===== config.mk =====
export PLATFORM = sky130hd
export DESIGN_NAME = pfp_rmw
export DESIGN_NICKNAME = d
export VERILOG_FILES = /design/src/hw/rtl/pfp_pkg.sv /design/src/hw/rtl/pfp_rmw.sv
export SDC_FILE = /design/constraint.sdc
export NUM_CORES = 1
export LEC_CHECK = 0
export BUFFER_PORTS_ARGS = -buffer_cell sky130_fd_sc_hd__buf_2
export CORE_MARGIN = 4
export CORE_UTILIZATION = 40
export DETAILED_ROUTE_END_ITERATION = 6
export GPL_TIMING_DRIVEN = 0
export PLACE_DENSITY = 0.69
export SLEW_MARGIN = 20
export SYNTH_ARGS = -nofsm -noshare
export SYNTH_HDL_FRONTEND = slang
export SYNTH_SLANG_ARGS = --single-unit

===== constraint.sdc =====
create_clock -name clock -period 2.2 [get_ports clock]
set_input_delay 0.22 -clock clock [delete_from_list [all_inputs] [get_ports clock]]
set_output_delay 0.22 -clock clock [all_outputs]
set_load 0.01 [all_outputs]

===== src/hw/rtl/pfp_pkg.sv =====
// ----------------------------------------------------------------------------
// pfp_pkg
// Shared types and codes of the four-plane pixel port: request and response
// words, the action codes and the control word of the read-modify-write stage.
// ----------------------------------------------------------------------------
package pfp_pkg;

   // action codes
   localparam logic ACT_WRITE = 1'b0;
   localparam logic ACT_READ  = 1'b1;

   localparam int PLANES     = 4;
   localparam int PLANE_BITS = 8;

   // one request word
   typedef struct packed {
      logic        action;
      logic        use_linear;
      logic [9:0]  x;
      logic [8:0]  y;
      logic [18:0] linear_pos;
      logic [3:0]  color;
      logic        span_last;
   } req_type;

   // one response word
   typedef struct packed {
      logic [3:0] read_color;
      logic       result_last;
   } rsp_type;

   // control of the read-modify-write stage
   typedef struct packed {
      logic       valid;
      logic       action;
      logic [2:0] bit_sel;
      logic [3:0] color;
      logic       last;
   } rmw_ctl_type;

endpackage


===== src/hw/rtl/pfp_rmw.sv =====
// ----------------------------------------------------------------------------
// pfp_rmw
// Read-modify-write stage: takes the plane word read from the store, forwards
// the previous cycle's write over it when the address matches, then either
// updates the pixel bit in all four planes or gathers them into a colour.
// ----------------------------------------------------------------------------
module pfp_rmw
   import pfp_pkg::*;
#(
   parameter int ADDR_W = 16
) (
   input  logic                              clock,
   input  logic                              reset,
   input  rmw_ctl_type                       ctl,
   input  logic [ADDR_W-1:0]                 addr,
   input  logic [PLANES*PLANE_BITS-1:0]      rd_data,
   output logic                              wr_en,
   output logic [ADDR_W-1:0]                 wr_addr,
   output logic [PLANES*PLANE_BITS-1:0]      wr_data,
   output logic                              rsp_valid,
   output rsp_type                           rsp_data
);

   localparam int WORD_W = PLANES * PLANE_BITS;

   logic              fwd_valid_ff;
   logic [ADDR_W-1:0] fwd_addr_ff;
   logic [WORD_W-1:0] fwd_data_ff;
   logic              rsp_valid_ff;
   rsp_type           rsp_data_ff;
   rsp_type           rsp_data_in;
   logic [WORD_W-1:0] cur_word;
   logic [WORD_W-1:0] new_word;

   // the store misses the write of the previous cycle on a same-address read
   assign cur_word = (fwd_valid_ff && (fwd_addr_ff == addr)) ? fwd_data_ff : rd_data;

   // update or gather the pixel bit of each plane
   always_comb begin
      new_word    = cur_word;
      rsp_data_in = '0;
      for (int p = 0; p < PLANES; p++) begin
         new_word[{p[1:0], ctl.bit_sel}]  = ctl.color[p];
         rsp_data_in.read_color[p]        = cur_word[{p[1:0], ctl.bit_sel}];
      end
      rsp_data_in.result_last = ctl.last;
   end

   assign wr_en   = ctl.valid && (ctl.action == ACT_WRITE);
   assign wr_addr = addr;
   assign wr_data = new_word;

   // forwarding register and response word
   always_ff @(posedge clock) begin
      if (reset) begin
         fwd_valid_ff <= 1'b0;
         rsp_valid_ff <= 1'b0;
      end else begin
         fwd_valid_ff <= wr_en;
         rsp_valid_ff <= ctl.valid && (ctl.action == ACT_READ);
      end
      fwd_addr_ff <= addr;
      fwd_data_ff <= new_word;
      rsp_data_ff <= rsp_data_in;
   end

   assign rsp_valid = rsp_valid_ff;
   assign rsp_data  = rsp_data_ff;

endmodule


After elaboration in Yosys (flattened, before gate mapping)
Index checks and enable logic that the tools add are counted.

operators by class
  magnitude comparators = 8
  equal/unequal tests = 1
  mux-type cells = 21
  bitwise gates (word level) = 1
  reduce and logical (&&, ||, !) cells = 7

operator list
  cell                                                                    count
  32-bit bitwise mux                                                      4
  32-bit two-way mux                                                      1
  16-bit equality test                                                    1
  1-bit binary-select mux with 3-bit select                               4
  1-bit demux with 3-bit select                                           4
  5-bit by 6-bit < comparator with 1-bit output (second input constant)   2
  5-bit by 1-bit >= comparator with 1-bit output (second input constant)  2
  1-bit two-way mux                                                       8
  1-bit logical AND                                                       7
  3-bit by 6-bit < comparator with 1-bit output (second input constant)   1
  4-bit by 6-bit < comparator with 1-bit output (second input constant)   1
  4-bit by 1-bit >= comparator with 1-bit output (second input constant)  1
  3-bit by 1-bit >= comparator with 1-bit output (second input constant)  1
  1-bit inverter                                                          1

word-level totals
  flip-flop bits (word level) = 55
  input port bits = 60
  output and inout port bits = 55
  logic and storage cells = 44

Logic depth before layout (Yosys ltp)
  depth after elaboration = 8
  depth in mapped cells = 7

Worst setup path after synthesis
OpenSTA, ideal clock, no wires.

  path type = reg2out
  start = reg fwd_addr_ff[11]
  end = out wr_data[10]
  arrival = 1.579 ns
  data required time = 1.980 ns
  slack = 0.401 ns
  cell stages (with the launch flop) = 7
  path buffers = 1
  cell sequence = dfxtp_1 xnor2_1 nand4_1 or4_4 buf_2 o21ai_1 a31oi_1

between the ends
  cells in the longest elaborated chain, start to end = 7

ends and longest elaborated chain
  what                              line           source
  start, declared                   pfp_rmw.sv:27  logic [ADDR_W-1:0] fwd_addr_ff;
  start signal, assigned            pfp_rmw.sv:62  fwd_addr_ff <= addr;
  16-bit equality test              pfp_rmw.sv:36  assign cur_word = (fwd_valid_ff && (fwd_addr_ff == addr)) ? fwd_data_ff : rd_data;
  1-bit logical AND                 pfp_rmw.sv:36
  32-bit two-way mux                pfp_rmw.sv:36
  32-bit bitwise mux (4 in series)  pfp_rmw.sv:43  new_word[{p[1:0], ctl.bit_sel}] = ctl.color[p];
  end, declared                     pfp_rmw.sv:19  output logic [PLANES*PLANE_BITS-1:0] wr_data,

No other way between the ends.

Final worst setup path
  start = reg fwd_addr_ff[15]
  end = out wr_data[3]

Same word-level chain as after synthesis.

==> results <==
- Global routing used 22.70% of the available tracks.
- The synthesized design devotes to its leading area cell type 39.93% of total area.
- The critical path is of the reg2out type.
- At the pin with the least slew margin, the transition time is 599.6 ps.
- The endpoint of the lowest-slack register-to-register path is rsp_data[3]$_DFF_P_.
- The run finished, with violations left.
- The slowest cell on the critical path is or4_4.
- The number of max-cap violations is 0.
- The count of final hold-check violations came to 0.
- The setup TNS after final layout is -5209 ps.
- STA puts the critical path data arrival time at 2180 ps.
- For this run, asynchronously set or reset flops after synthesis account for 0%.
- The clock tree buffer depth is 2.
- The maximum fanout encountered on the critical timing path is 10.
- The final layout contains 514 nets.
- The max-slew violation count is 0.
- Setup slack on the worst reg-to-reg path comes out at 220 ps.
- The filler cells instantiated in the layout total 613.
- The path type of the worst min-delay path is in2reg.
- The layout overhead on the synthesized area is 35.62%.
- The average wire per cell in the routed design is 18.70 µm.
- TritonCTS created 5 clock buffers.
- The commonest cells after synthesis are dfxtp_1 (55), nor2_1 (36), a31oi_1 (33), o21ai_1 (30), nand3_1 (21).
- The width of the die is 91.03 µm.
- Setup repair after global routing could not meet its margin everywhere.
- The most critical setup path has its startpoint at fwd_addr_ff[15]$_DFF_P_.
- Across the routed clock network, the largest skew measured is 7.805 ps.
- The final weighted congestion in routability-driven placement is 0.9884.
- Entering global routing, the biggest net connects 18 pins.
- The number of detailed-routing iterations run before antenna repair is 7.
- The total wirelength of the detailed-routed design is 9947 µm.
- The clock slew seen by the registers of the worst setup and hold paths is 110 ps.
- After synthesis, the cell types taking the most area are dfxtp_1 (40%), a31oi_1 (7.5%), a221oi_1 (5.7%).
- Of the synthesized area, sequential elements account for 39.93%.
- The count of port buffers added during placement is 109.
- The post-route netlist has 40.00% of its cells at a drive strength greater than 1.
- The cell area that synthesis handed to floorplanning was 2758 µm².
- The leading register cell type out of synthesis is dfxtp_1.
- After detailed routing, the number of remaining DRC violations is 0.
- The areal power density over the cells is 590.6 nW/µm².
- The least setup slack across all paths after layout is -200.1 ps.
- The insertion delay to the later sink of the worst-skew pair is 310 ps.
- The total setup violations reported at the end of the flow is 32.
- The worst register-to-register path has a depth of 6.
- Walking the worst path, the cells encountered are xnor2_2 -> nand4_1 -> or4_4 -> buf_6 -> o21ai_1 -> a31oi_1 -> buf_2.
- After the first detailed-routing iteration, the DRC count stood at 279.
- The cell sitting at the root of the clock tree is a clkbuf_8.
- The number of global-route vias before repair is 2974.
- The design draws 2209 µW.
- Detailed placement finished with a half-perimeter wire length of 7452 µm.
- The count of synthesis-stage warnings from yosys is 0.
- On the worst path, the slowest cell contributes a delay of 660 ps.
- 115 I/O pins were placed.
- Timing would allow up to 0.4166 GHz.
- The synthesized design spends more area on one cell type than any other, namely dfxtp_1.
- Measured against its own limit, the worst slew margin works out to 60.03%.
- The average footprint of a synthesized cell is 8.357 µm².
- The floorplan step defined a die boundary enclosing 8286 µm².
- The H-tree was split into 2 levels.
- The launch instance of the worst register-to-register path is fwd_addr_ff[15]$_DFF_P_.
- The critical path endpoint category is an output pin.
- TritonCTS built the clock tree.
- The per-cell via count in the routed design is 5.842.
- After layout, the worst path uses 109.1% of the clock period.
- The final reports fail on negative setup slack.
- By instance count, the leading cell after synthesis is dfxtp_1.
- The first-pass GRT wire length is 15120 µm.
- The number of diodes is 0.
- The initial core utilization is 42.22%.
- The synthesized design contains 55 register bits.
- The count of flip-flops with a built-in enable after synthesis is 0.
- The endpoint of the worst setup timing path is wr_data[3].
- Summed over all cells, the static leakage comes to 0.001581 µW.
- The number of antenna violations at the first check in global routing came to 0.
- The required time of the worst setup path is 1980 ps.
- The startpoint kind of the worst setup timing path is a flop.
- The via count is 3108.
- The post-layout minimum cycle time is 2400 ps.
- The die is 91.03 µm tall.
- The detail route stage leaves a number of antenna-violating nets equal to 0.
- The number of rows in the core area is 29.
- The peak supply drop is 0.3761 mV.
- The unique cell type count in the Yosys netlist is 35.
- The core region is 6531 µm².
- After global routing the overflow that remains totals 0.
- The cell count after synthesis came out at 330.
- The synthesized net count is 390.
- The number of sinks on the clock net is 55.
## worst max-delay path: cells and delay by family (launching register included)
kind	cells	cell delay [ps]
AOI/OAI and AO/OA	2	240
DFF	1	360
and+or+nand+nor	2	800
xor gates and xnor gates	1	100
buffers and inverters	2	360
## routing by layer
metal	up-vias	global-route usage, %	part of all wire (%)
met3	16	6.694	10
met5	-	0	0
met4	0	7.161	1.9
met2	182	37.95	47
li1	1454	-	-
met1	1456	28.11	41
## flip-flops by register name (all words and copies together) (netlist names)
| signal | cells |
|---|---|
| fwd_addr_ff | 16 |
| fwd_data_ff | 32 |
| fwd_valid_ff | 1 |
| rsp_data | 5 |
| rsp_valid | 1 |
## how the worst min path moves through the flow
| stage | start | endpoint | slack [ps] | cells past startpoint |
|---|---|---|---|---|
| 2_1_floorplan | addr[0] | fwd_addr_ff[0]$_DFF_P_ | 250 | 0 |
| 3_3_place_gp | ctl[0] | rsp_data[0]$_DFF_P_ | 320 | 1 |
| 3_5_place_dp | ctl[0] | rsp_data[0]$_DFF_P_ | 320 | 1 |
| 4_1_cts | addr[11] | fwd_addr_ff[11]$_DFF_P_ | 40 | 1 |
| 5_1_grt | addr[4] | fwd_addr_ff[4]$_DFF_P_ | 20 | 1 |
| 6_report | addr[11] | fwd_addr_ff[11]$_DFF_P_ | 40 | 1 |
## layout by cell type (no fill, tap or decap), drive strengths merged
cell	count
clkinvlp	1
xnor2	16
mux2i	5
o22ai	1
clkbuf	22
mux2	4
inv	3
nand2	11
nor2b	6
nand3	21
or4	1
a211oi	1
nor4	1
o211ai	1
nand4	3
mux4	1
and2	3
a21oi	17
dlygate4sd3	1
a221o	1
o22a	5
nor2	37
a221oi	18
a22oi	5
a31oi	33
dfxtp	55
buf	143
nor3b	1
and3	1
and3b	2
nor3	2
o21ai	33
## stage by stage
stage	util, %	setup slack (ps)	std cells	hold slack, ps	area [µm²]
after global routing	57.26	-325.3	532	24.87	3740
after detailed placement	52.05	-67.61	516	324.6	3400
after CTS	55.27	-137.7	531	36.31	3610
after global placement	52.05	22.67	516	322.5	3400
final	57.26	-200.1	532	38.49	3740
after floorplan	-	401.3	330	247.7	2758
## repair_timing
item,4_1_cts,5_1_grt
buffers inserted,6,0
gates resized for setup,18,27
pin swaps,15,5
cloned,0,1
hold endpoints to repair,1,0
hold buffers,1,0
endpoints found under the setup margin,32,32
## cell families after synthesis
| logic type | share of synthesized area (%) |
|---|---|
| and+or+nand+nor | 15.70 |
| DFF | 39.93 |
| muxes | 4.265 |
| xor gates and xnor gates | 5.082 |
| buffers and inverters | 8.666 |
| AOI/OAI and AO/OA | 26.36 |
## where the power goes
part / switching, µW / internal (µW) / total, µW
logic: 299 / 226 / 526
clock network: 345 / 230 / 575
registers: 38.7 / 1070 / 1110
total: 683 / 1530 / 2210
## cell type report
type / count / area [µm²] / share of cell area [%]
Inverter: 2 / 7.507 / 0.2007
Multi-Input combinational cell: 230 / 1524 / 40.75
Clock inverter: 2 / 16.27 / 0.4349
Timing Repair Buffer: 117 / 638.1 / 17.06
Buffer: 43 / 277.8 / 7.427
Clock buffer: 6 / 72.57 / 1.940
Sequential cell: 55 / 1107 / 29.61
Tap cell: 77 / 96.34 / 2.576
No activity file was read; power rests on OpenSTA's default activity.
